## src/design/egf_pkg.sv

```systemverilog
// ----------------------------------------------------------------------------
// egf_pkg
// Shared types and constants of the extent gap finder: record kind codes,
// field widths, the configuration reset value and the result record.
// ----------------------------------------------------------------------------
package egf_pkg;

  localparam int unsigned ADDR_W    = 64;
  localparam int unsigned MDSIZE_W  = 17;
  localparam logic [MDSIZE_W-1:0] MDSIZE_RESET = 17'd16384;

  typedef enum logic [1:0] {
    ACT_GROUP = 2'd0,
    ACT_DATA  = 2'd1,
    ACT_META  = 2'd2,
    ACT_END   = 2'd3
  } action_t;

  typedef logic [ADDR_W-1:0] addr_t;

  typedef struct packed {
    logic  gap_valid;
    addr_t gap_start;
    addr_t gap_size;
    logic  group_closed;
    logic  overlap_error;
    logic  outside_error;
    logic  misplaced_error;
  } result_t;

endpackage

```

## src/design/egf_if.sv

```systemverilog
// ----------------------------------------------------------------------------
// egf_if
// Valid/ready channel interfaces of the extent gap finder: record input,
// result output and configuration write.
// ----------------------------------------------------------------------------
interface egf_rec_if;
  logic                       valid;
  logic                       ready;
  logic [1:0]                 action;
  logic [egf_pkg::ADDR_W-1:0] record_start;
  logic [egf_pkg::ADDR_W-1:0] record_length;

  modport source (output valid, output action, output record_start,
                  output record_length, input ready);
  modport sink   (input valid, input action, input record_start,
                  input record_length, output ready);
endinterface

interface egf_res_if;
  logic                       valid;
  logic                       ready;
  logic                       gap_valid;
  logic [egf_pkg::ADDR_W-1:0] gap_start;
  logic [egf_pkg::ADDR_W-1:0] gap_size;
  logic                       group_closed;
  logic                       overlap_error;
  logic                       outside_error;
  logic                       misplaced_error;

  modport source (output valid, output gap_valid, output gap_start, output gap_size,
                  output group_closed, output overlap_error, output outside_error,
                  output misplaced_error, input ready);
  modport sink   (input valid, input gap_valid, input gap_start, input gap_size,
                  input group_closed, input overlap_error, input outside_error,
                  input misplaced_error, output ready);
endinterface

interface egf_cfg_if;
  logic                         valid;
  logic                         ready;
  logic [egf_pkg::MDSIZE_W-1:0] data;

  modport source (output valid, output data, input ready);
  modport sink   (input valid, input data, output ready);
endinterface

```

## src/design/extent_gap_finder.sv

```systemverilog
// ----------------------------------------------------------------------------
// extent_gap_finder
// Free-gap detector over a start-sorted stream of group, extent and end
// records. Tracks the open group, a placement cursor and one saved extent.
//
//   channel  direction  transaction
//   in_ch    input      one record: action, record_start, record_length
//   out_ch   output     one result per record: gap and error flags
//   cfg_ch   input      metadata extent size write, always ready
//
// One record is taken per cycle unless a result stalls; its result is
// registered in the next cycle. The state update and result come from one
// pass of 64-bit adds, compares and subtracts on the record and stored state.
// A stalled result holds in_ch off only while out_ch is not ready.
// Synchronous reset clears all state but result data and sets size 16384.
// ----------------------------------------------------------------------------
module extent_gap_finder (
  input  logic      clk,
  input  logic      rst_n,
  egf_rec_if.sink   in_ch,
  egf_res_if.source out_ch,
  egf_cfg_if.sink   cfg_ch
);
  import egf_pkg::*;

  logic [MDSIZE_W-1:0] mdsize_r;
  addr_t group_base_r,  group_base_nxt;
  addr_t group_limit_r, group_limit_nxt;
  addr_t cursor_r,      cursor_nxt;
  logic  group_open_r,  group_open_nxt;
  addr_t held_start_r,  held_start_nxt;
  addr_t held_end_r,    held_end_nxt;
  logic  held_valid_r,  held_valid_nxt;

  logic    can_load;
  logic    accept;
  result_t res;
  addr_t   ext_size;
  addr_t   ext_end;
  addr_t   new_limit;
  addr_t   start;

  assign cfg_ch.ready = 1'b1;
  assign in_ch.ready  = can_load;
  assign accept       = in_ch.valid && can_load;
  assign start        = in_ch.record_start;

  assign ext_size  = (action_t'(in_ch.action) == ACT_META) ?
                     {{(ADDR_W-MDSIZE_W){1'b0}}, mdsize_r} : in_ch.record_length;
  assign ext_end   = start + ext_size;
  assign new_limit = start + in_ch.record_length;

  always_comb begin
    res             = '0;
    group_base_nxt  = group_base_r;
    group_limit_nxt = group_limit_r;
    cursor_nxt      = cursor_r;
    group_open_nxt  = group_open_r;
    held_start_nxt  = held_start_r;
    held_end_nxt    = held_end_r;
    held_valid_nxt  = held_valid_r;
    unique case (action_t'(in_ch.action))
      ACT_GROUP, ACT_END: begin
        if (group_open_r) begin
          res.group_closed = 1'b1;
          if (cursor_r < group_limit_r) begin
            res.gap_valid = 1'b1;
            res.gap_start = cursor_r;
            res.gap_size  = group_limit_r - cursor_r;
          end
        end
        if (action_t'(in_ch.action) == ACT_GROUP) begin
          group_base_nxt  = start;
          group_limit_nxt = new_limit;
          group_open_nxt  = 1'b1;
          cursor_nxt      = start;
          if (held_valid_r) begin
            if (held_start_r == start) begin
              cursor_nxt = held_end_r;
            end else begin
              res.misplaced_error = 1'b1;
            end
          end
          held_valid_nxt = 1'b0;
        end else begin
          group_base_nxt  = '0;
          group_limit_nxt = '0;
          cursor_nxt      = '0;
          group_open_nxt  = 1'b0;
          held_start_nxt  = '0;
          held_end_nxt    = '0;
          held_valid_nxt  = 1'b0;
        end
      end
      ACT_DATA, ACT_META: begin
        if (start >= group_limit_r) begin
          res.outside_error = held_valid_r;
          held_start_nxt    = start;
          held_end_nxt      = ext_end;
          held_valid_nxt    = 1'b1;
        end else begin
          if (start < cursor_r) begin
            res.overlap_error = 1'b1;
          end else if (start > cursor_r) begin
            res.gap_valid = 1'b1;
            res.gap_start = cursor_r;
            res.gap_size  = start - cursor_r;
          end
          cursor_nxt = ext_end;
        end
      end
      default: begin
        res = '0;
      end
    endcase
  end

  always_ff @(posedge clk) begin
    if (!rst_n) begin
      mdsize_r      <= MDSIZE_RESET;
      group_base_r  <= '0;
      group_limit_r <= '0;
      cursor_r      <= '0;
      group_open_r  <= 1'b0;
      held_start_r  <= '0;
      held_end_r    <= '0;
      held_valid_r  <= 1'b0;
    end else begin
      if (cfg_ch.valid) begin
        mdsize_r <= cfg_ch.data;
      end
      if (accept) begin
        group_base_r  <= group_base_nxt;
        group_limit_r <= group_limit_nxt;
        cursor_r      <= cursor_nxt;
        group_open_r  <= group_open_nxt;
        held_start_r  <= held_start_nxt;
        held_end_r    <= held_end_nxt;
        held_valid_r  <= held_valid_nxt;
      end
    end
  end

  egf_out_stage u_out_stage (
    .clk       (clk),
    .rst_n     (rst_n),
    .load      (in_ch.valid),
    .load_data (res),
    .can_load  (can_load),
    .out_ch    (out_ch)
  );

endmodule

```

## src/design/egf_out_stage.sv

```systemverilog
// ----------------------------------------------------------------------------
// egf_out_stage
// Result register of the extent gap finder. Holds one result until the
// downstream side takes it and can reload in the same cycle.
// ----------------------------------------------------------------------------
module egf_out_stage (
  input  logic             clk,
  input  logic             rst_n,
  input  logic             load,
  input  egf_pkg::result_t load_data,
  output logic             can_load,
  egf_res_if.source        out_ch
);
  import egf_pkg::*;

  logic    valid_r;
  result_t data_r;

  assign can_load = !valid_r || out_ch.ready;

  always_ff @(posedge clk) begin
    if (!rst_n) begin
      valid_r <= 1'b0;
    end else if (can_load) begin
      valid_r <= load;
    end
  end

  always_ff @(posedge clk) begin
    if (load && can_load) begin
      data_r <= load_data;
    end
  end

  assign out_ch.valid           = valid_r;
  assign out_ch.gap_valid       = data_r.gap_valid;
  assign out_ch.gap_start       = data_r.gap_start;
  assign out_ch.gap_size        = data_r.gap_size;
  assign out_ch.group_closed    = data_r.group_closed;
  assign out_ch.overlap_error   = data_r.overlap_error;
  assign out_ch.outside_error   = data_r.outside_error;
  assign out_ch.misplaced_error = data_r.misplaced_error;

endmodule
```

## src/flat_wrapper.sv

```systemverilog
// flat-port wrapper written by rule: the top's interface ports become plain ports
module extent_gap_finder_flat import egf_pkg::*;
  (clk, rst_n, in_ch_valid, in_ch_action, in_ch_record_start, in_ch_record_length, in_ch_ready, out_ch_valid, out_ch_gap_valid, out_ch_gap_start, out_ch_gap_size, out_ch_group_closed, out_ch_overlap_error, out_ch_outside_error, out_ch_misplaced_error, out_ch_ready, cfg_ch_valid, cfg_ch_data, cfg_ch_ready);
  egf_rec_if in_ch_i ();
  egf_res_if out_ch_i ();
  egf_cfg_if cfg_ch_i ();
  input  logic clk;
  input  logic rst_n;
  input wire logic [$bits(in_ch_i.valid)-1:0] in_ch_valid;
  input wire logic [$bits(in_ch_i.action)-1:0] in_ch_action;
  input wire logic [$bits(in_ch_i.record_start)-1:0] in_ch_record_start;
  input wire logic [$bits(in_ch_i.record_length)-1:0] in_ch_record_length;
  output wire logic [$bits(in_ch_i.ready)-1:0] in_ch_ready;
  output wire logic [$bits(out_ch_i.valid)-1:0] out_ch_valid;
  output wire logic [$bits(out_ch_i.gap_valid)-1:0] out_ch_gap_valid;
  output wire logic [$bits(out_ch_i.gap_start)-1:0] out_ch_gap_start;
  output wire logic [$bits(out_ch_i.gap_size)-1:0] out_ch_gap_size;
  output wire logic [$bits(out_ch_i.group_closed)-1:0] out_ch_group_closed;
  output wire logic [$bits(out_ch_i.overlap_error)-1:0] out_ch_overlap_error;
  output wire logic [$bits(out_ch_i.outside_error)-1:0] out_ch_outside_error;
  output wire logic [$bits(out_ch_i.misplaced_error)-1:0] out_ch_misplaced_error;
  input wire logic [$bits(out_ch_i.ready)-1:0] out_ch_ready;
  input wire logic [$bits(cfg_ch_i.valid)-1:0] cfg_ch_valid;
  input wire logic [$bits(cfg_ch_i.data)-1:0] cfg_ch_data;
  output wire logic [$bits(cfg_ch_i.ready)-1:0] cfg_ch_ready;
  assign in_ch_i.valid = in_ch_valid;
  assign in_ch_i.action = in_ch_action;
  assign in_ch_i.record_start = in_ch_record_start;
  assign in_ch_i.record_length = in_ch_record_length;
  assign in_ch_ready = in_ch_i.ready;
  assign out_ch_valid = out_ch_i.valid;
  assign out_ch_gap_valid = out_ch_i.gap_valid;
  assign out_ch_gap_start = out_ch_i.gap_start;
  assign out_ch_gap_size = out_ch_i.gap_size;
  assign out_ch_group_closed = out_ch_i.group_closed;
  assign out_ch_overlap_error = out_ch_i.overlap_error;
  assign out_ch_outside_error = out_ch_i.outside_error;
  assign out_ch_misplaced_error = out_ch_i.misplaced_error;
  assign out_ch_i.ready = out_ch_ready;
  assign cfg_ch_i.valid = cfg_ch_valid;
  assign cfg_ch_i.data = cfg_ch_data;
  assign cfg_ch_ready = cfg_ch_i.ready;
  extent_gap_finder u_core (.clk(clk), .rst_n(rst_n), .in_ch(in_ch_i), .out_ch(out_ch_i), .cfg_ch(cfg_ch_i));
endmodule
```

## config.mk

```make
export PLATFORM = sky130hd
export DESIGN_NAME = extent_gap_finder_flat
export DESIGN_NICKNAME = d
export VERILOG_FILES = /design/src/design/egf_pkg.sv /design/src/design/egf_if.sv /design/src/design/extent_gap_finder.sv /design/src/design/egf_out_stage.sv /design/src/flat_wrapper.sv
export SDC_FILE = /design/constraint.sdc
export NUM_CORES = 2
export LEC_CHECK = 0
export BUFFER_PORTS_ARGS = -buffer_cell sky130_fd_sc_hd__buf_2
export CAP_MARGIN = 40
export CORE_ASPECT_RATIO = 0.9
export CORE_MARGIN = 2
export CORE_UTILIZATION = 56
export DETAILED_ROUTE_END_ITERATION = 16
export GPL_ROUTABILITY_DRIVEN = 0
export PLACE_DENSITY_LB_ADDON = 0.08
export SLEW_MARGIN = 15
export SYNTH_ARGS = -nofsm -noshare
export SYNTH_HDL_FRONTEND = slang
export SYNTH_SLANG_ARGS = --single-unit
```

## constraint.sdc

```tcl
create_clock -name clk -period 4.65 [get_ports clk]
set_input_delay 0.6975 -clock clk [delete_from_list [all_inputs] [get_ports clk]]
set_output_delay 0.6975 -clock clk [all_outputs]
set_load 0.1 [all_outputs]
```

# == Word level (Yosys, flattened, before mapping) ==
# Cells that the tools add are included.
# totals
reg_bits,409
input_bits,152
output_inout_bits,136
wordCells,67
# classes
n_addsub,4
n_lt_le_gt_ge,4
n_eq_ne,7
mux,23
bitwise,1
reduce_logical,13
# ops
cell,count
$mux W64,9
$mux W129,4
$pmux W64 S2,3
$pmux W129 S2,1
$mux W130,1
$add A64 B64 Y64,2
$lt A64 B64 Y1,2
$sub A64 B64 Y64,2
$eq A64 B64 Y1,1
$ge A64 B64 Y1,1
$gt A64 B64 Y1,1
$reduce_and A2 Y1,4
$reduce_and A3 Y1,2
$reduce_or A2 Y1,3
$eq A2 B2 Y1 const B,2
$mux W1,4
$ne A2 B2 Y1 const B,2
$eq A2 B1 Y1 const B,1
$logic_not A2 Y1,1
$ne A2 B1 Y1 const B,1
$pmux W1 S2,1
$logic_and A1 B1 Y1,1
$logic_not A1 Y1,1
$logic_or A1 B1 Y1,1
$not A1 Y1,1

# == Longest topological paths before layout ==
# depth
depth_word,5
depth_mapped,19
mapped_depth_nobuf,18

# == Hierarchy ==
# Synthesis repeated with hierarchy kept, for this count alone.
# hier_totals
cells_unflattened,4060
hier_area_um2,33290.7
# modules_own_cells
module,instances,cells_each,area_per_inst_um2,seq_area_each_um2
extent_gap_finder,1,3922,29239.3,5505.3
egf_out_stage,1,138,4051.4,4013.8

# == Worst setup path after synthesis ==
# Ideal clock, no wire load.
# synth_path
kind,reg2reg
startpoint,"reg u_core.u_out_stage.valid_r, in the netlist u_core.u_out_stage.out_ch.valid"
endpoint,reg u_core.group_limit_r[22]
setup_time_ns,0.128
t_arrival_ns,5.652
required_time_ns,4.522
setup_slack_ns,-1.130
stages_incl_launch_ff,8
path_buffers,1
path_cell_list,dfxtp_1 -> nand2b_1 -> nand2_1 -> inv_1 -> a21oi_1 -> clkbuf_1 -> nand2_1 -> o21ai_0
# synth_between
elab_chain_len,4
# synth_lines
element,line_no,text
from (decl),egf_out_stage.sv:16,logic valid_r;
from (signal assigned),egf_out_stage.sv:25,valid_r <= load;
$logic_not A1 Y1,egf_out_stage.sv:19,assign can_load = !valid_r || out_ch.ready;
$logic_or A1 B1 Y1,egf_out_stage.sv:19,
named net in_ch_ready,flat_wrapper.sv:13,output wire logic [$bits(in_ch_i.ready)-1:0] in_ch_ready;
$logic_and A1 B1 Y1,extent_gap_finder.sv:45,assign accept = in_ch.valid && can_load;
named net u_core.accept,extent_gap_finder.sv:36,logic accept;
$reduce_and A2 Y1 (no line),n/a,
to (signal assigned),extent_gap_finder.sv:134,group_limit_r <= group_limit_nxt;
to (decl),extent_gap_finder.sv:28,"addr_t group_limit_r, group_limit_nxt;"
# The timed path passes the listed nets, and every way through them passes these cells.
# A chain may end at the register's enable or synchronous reset.

==> flow_metrics.py <==
metrics = {
    "status": {
        "status": "finished clean",
    },
    "grt": {
        "grt_start_max_net_pins": 133,
        "grt_pass1_wl_um": 175900,
        "antenna_found_initial": 3,
        "grt.total_usage_pct": 38.49,
        "grt-ovfl-total": 0,
        "grt_pass1_vias": 28486,
    },
    "cts": {
        "path_clk_slew_ns": 0.06,
        "cts_tree": "done",
        "post_cts_resized": 0,
        "root_buffer": "clkbuf_16",
        "clock_sink_count": 409,
        "htree_levels": 2,
        "cts-buffers-inserted": 44,
        "postCtsSetupRepairBufs": 0,
        "ctsHoldBuffers": 0,
        "clk_latency_ns": 0.60,
        "cts_buffer_depth": 3,
    },
    "critical_path": {
        "cp-startpoint": "u_core.group_limit_r[0]",
        "crit_arrival_ns": 4.73,
        "cp_cell_sequence": "inv_1 -> ha_1 -> fa_1 -> nand2b_1 -> a211oi_1 -> nor3_1 -> a221o_1 -> a211oi_1 -> a2111o_1 -> a221oi_2 -> o31a_1 -> o21ai_1 -> a21oi_1 -> xor2_1 -> o22ai_1",
        "slowest_stage": "a221o_1",
        "start_kind": "flip-flop",
        "worstSetupPathType": "reg -> reg",
        "cp.required_ns": 4.98,
        "endpoint_kind": "flip-flop",
        "timing.rr.start": "u_core.group_limit_r[0]",
        "crit_top_cell": "a211oi_1",
        "ff2ff_setup_slack_ns": 0.24,
        "cp_slowest_stage_delay_ns": 0.45,
        "cp_max_fo": 5,
    },
    "yosys": {
        "synth.distinct_cells": 94,
        "synth_async_sr_flop_share_pct": 0,
        "synth.area.top_cells": "dfxtp_1, ha_1, edfxtp_1",
        "yosys.area.top_type": "dfxtp_1",
        "synth-edff-count": 133,
        "synth_xor_area_share_pct": 7.951,
        "synth_area_um2": 32610,
        "synth-simple-area-share_pct": 16.50,
        "ys.flop_type": "dfxtp_1",
        "syn_nets": 4500,
        "synth_warnings": 0,
        "synth_top_family_by_area": "compound AO/OA/AOI/OAI gates",
        "synth_cells": 4023,
        "synth.area.mux_share_pct": 3.208,
        "seq_area_frac_synth_pct": 29.19,
        "avgSynthCellArea_um2": 8.105,
        "ys_ff_latch": 409,
        "synth.top_cell.area_share_pct": 16.95,
        "synthAdderAreaFrac_pct": 12.56,
        "synth_compound_area_share_pct": 25.59,
    },
    "route": {
        "vias": 32818,
        "vias_per_cell": 6.404,
        "drt_wl_total_um": 119700,
        "wl_per_cell_um": 23.36,
        "ant_nets": 0,
        "firstDrtPassIters": 8,
        "remaining_drc_errors": 0,
        "drt-initial-drc-count": 4445,
    },
    "hold_path": {
        "hold_class": "in -> reg",
        "hold_start": "cfg_ch_data[14]",
    },
    "sta": {
        "slew_viol_final": 0,
        "max_freq_ghz": 0.2269,
        "fin_crit_sh_pct": 94.78,
        "layout_setup_ws_ns": 0.2427,
        "hold_viol_final": 0,
        "setup_viol": 0,
        "tightest_slew_ns": 0.9028,
        "period_minus_slack_ns": 4.407,
        "skew_ns": 0.02582,
        "slew_headroom_pct": 39.81,
        "rsz0062_at_grt": "no",
    },
    "power": {
        "power_mw": 13.06,
        "power_leakage_nw": 16.12,
        "cellPowerDensity_nw_per_um2": 351.8,
        "vdd_ir_drop_max_mv": 0.2353,
    },
    "layout": {
        "mostFrequentLayoutCell": "a21oi_1",
        "drive_gt1_share_pct": 14.55,
        "synthToLayoutAreaGrowth_pct": 13.81,
        "layout.cells.non_filler": 5125,
        "final_cell_mix": "a21oi_1, nor2_1, nand2_1",
        "regArea_um2": 9520,
        "design_area_um2": 37110,
        "fill_cells": 5227,
        "multi_input_area_um2": 21520,
        "num-nets-final": 4799,
    },
    "die": {
        "ioPinCount": 288,
        "die_x_um": 258.4,
        "core_area_um2": 57330,
        "fp.dieH_um": 232.9,
        "initial_utilization_pct": 56.88,
        "rows": 83,
        "die_area_um2": 60170,
    },
    "placed_design": {
        "placed_area_um2": 35660,
        "place_ws_ns": -0.1189,
        "port_buffers": 286,
        "dp.cells": 5041,
        "post-dp-hpwl_um": 95260,
    },
    "flow_run": {
        "cap_violations": 0,
    },
}
-- metal layers --
layer  up-vias  share of wire (%)  global-route usage [%]
li1      15244                  -                       -
met3       188                 17                   14.10
met5         -                  0                       0
met1     15236                 45                   59.46
met4         0                2.6                   10.15
met2      2150                 36                   48.61
-- cell usage after synthesis (7+ instances only) --
cell and number:
a211oi_1 48, a21boi_0 14, a21o_1 145, a21oi_1 400, a221oi_1 20, a22o_1 12, a22oi_1 85, a31o_2 7
a31oi_1 46, and2_1 15, and3_1 15, and4_1 15, clkbuf_1 192, dfxtp_1 276, edfxtp_1 133, ha_1 321
inv_1 212, mux2_2 52, mux2i_1 46, nand2_1 344, nand2b_1 23, nand3_1 89, nand4_1 86, nor2_1 381
nor2b_1 76, nor3_1 48, nor4_1 25, o211ai_1 22, o21a_1 24, o21ai_0 240, o21bai_1 58, o221ai_1 7
o22ai_1 67, o31a_1 10, o31ai_1 25, or2_2 7, or3_1 20, xnor2_1 142, xor2_1 154
-- worst paths after layout --
kind                                                 end  cells after the start
setup / recovery  u_core.u_out_stage.out_ch.gap_size[58]                     15
hold / removal                       u_core.mdsize_r[14]                      3
setup reg to reg  u_core.u_out_stage.out_ch.gap_size[58]                     15
hold reg to reg                    u_core.held_end_r[39]                      2
-- final cells by class --
| type | instances | area share (%) |
|---|---|---|
| sequential | 409 | 25.65 |
| tap | 765 | 2.579 |
| inverter | 213 | 2.178 |
| multi-input combinational | 3195 | 57.99 |
| antenna | 3 | 0.02023 |
| clock buffer | 55 | 3.216 |
| clock inverter | 26 | 0.6642 |
| timing repair buffer | 459 | 7.694 |
-- state kept, by name, indices dropped and copies added (netlist names) --
register                                   count
u_core.u_out_stage.out_ch.misplaced_error      1
u_core.u_out_stage.out_ch.gap_start           64
u_core.u_out_stage.out_ch.gap_valid            1
u_core.group_open_r                            1
u_core.mdsize_r                               17
u_core.held_end_r                             64
u_core.group_limit_r                          64
u_core.u_out_stage.out_ch.valid                1
u_core.cursor_r                               64
u_core.u_out_stage.out_ch.overlap_error        1
u_core.held_valid_r                            1
u_core.u_out_stage.out_ch.group_closed         1
u_core.u_out_stage.out_ch.gap_size            64
u_core.u_out_stage.out_ch.outside_error        1
u_core.held_start_r                           64
-- per-stage QoR --
step	hold WS, ns	TNS [ns]	utilization, %
floorplan	0.4212	0	-
global placement	0.4405	-0.03674	62.21
detailed placement	0.4458	-1.055	62.21
CTS	0.3160	0	64.72
global route	0.3487	0	64.73
finish	0.3260	0	64.74
-- critical path: cells and delay by family, from the launching register on --
family / cells / cell delay, ns
xor+xnor: 1 / 0.21
simple gates: 2 / 0.42
fa+ha+maj: 2 / 0.62
flops: 1 / 0.38
buf+inv: 1 / 0.07
compound gates: 9 / 2.45
-- report_power, final --
group / switching (mW) / internal [mW] / total (mW)
Clock: 1.55 / 2.05 / 3.60
Combinational: 3.65 / 1.75 / 5.40
Sequential: 0.124 / 3.94 / 4.06
Total: 5.32 / 7.74 / 13.1
-- logic make-up (layout without fill, tap and decap cells) --
family,Yosys count,in the layout
AND/OR/NAND/NOR,1165,1165
multiplexers,98,98
other,1,4
buffers and inverters,419,753
AO/OA/AOI/OAI,1310,1310
flip-flops,409,409
XOR/XNOR,296,296
adder cells (fa/ha/maj),325,325
Note: power is estimated with default switching activity, not from simulation.
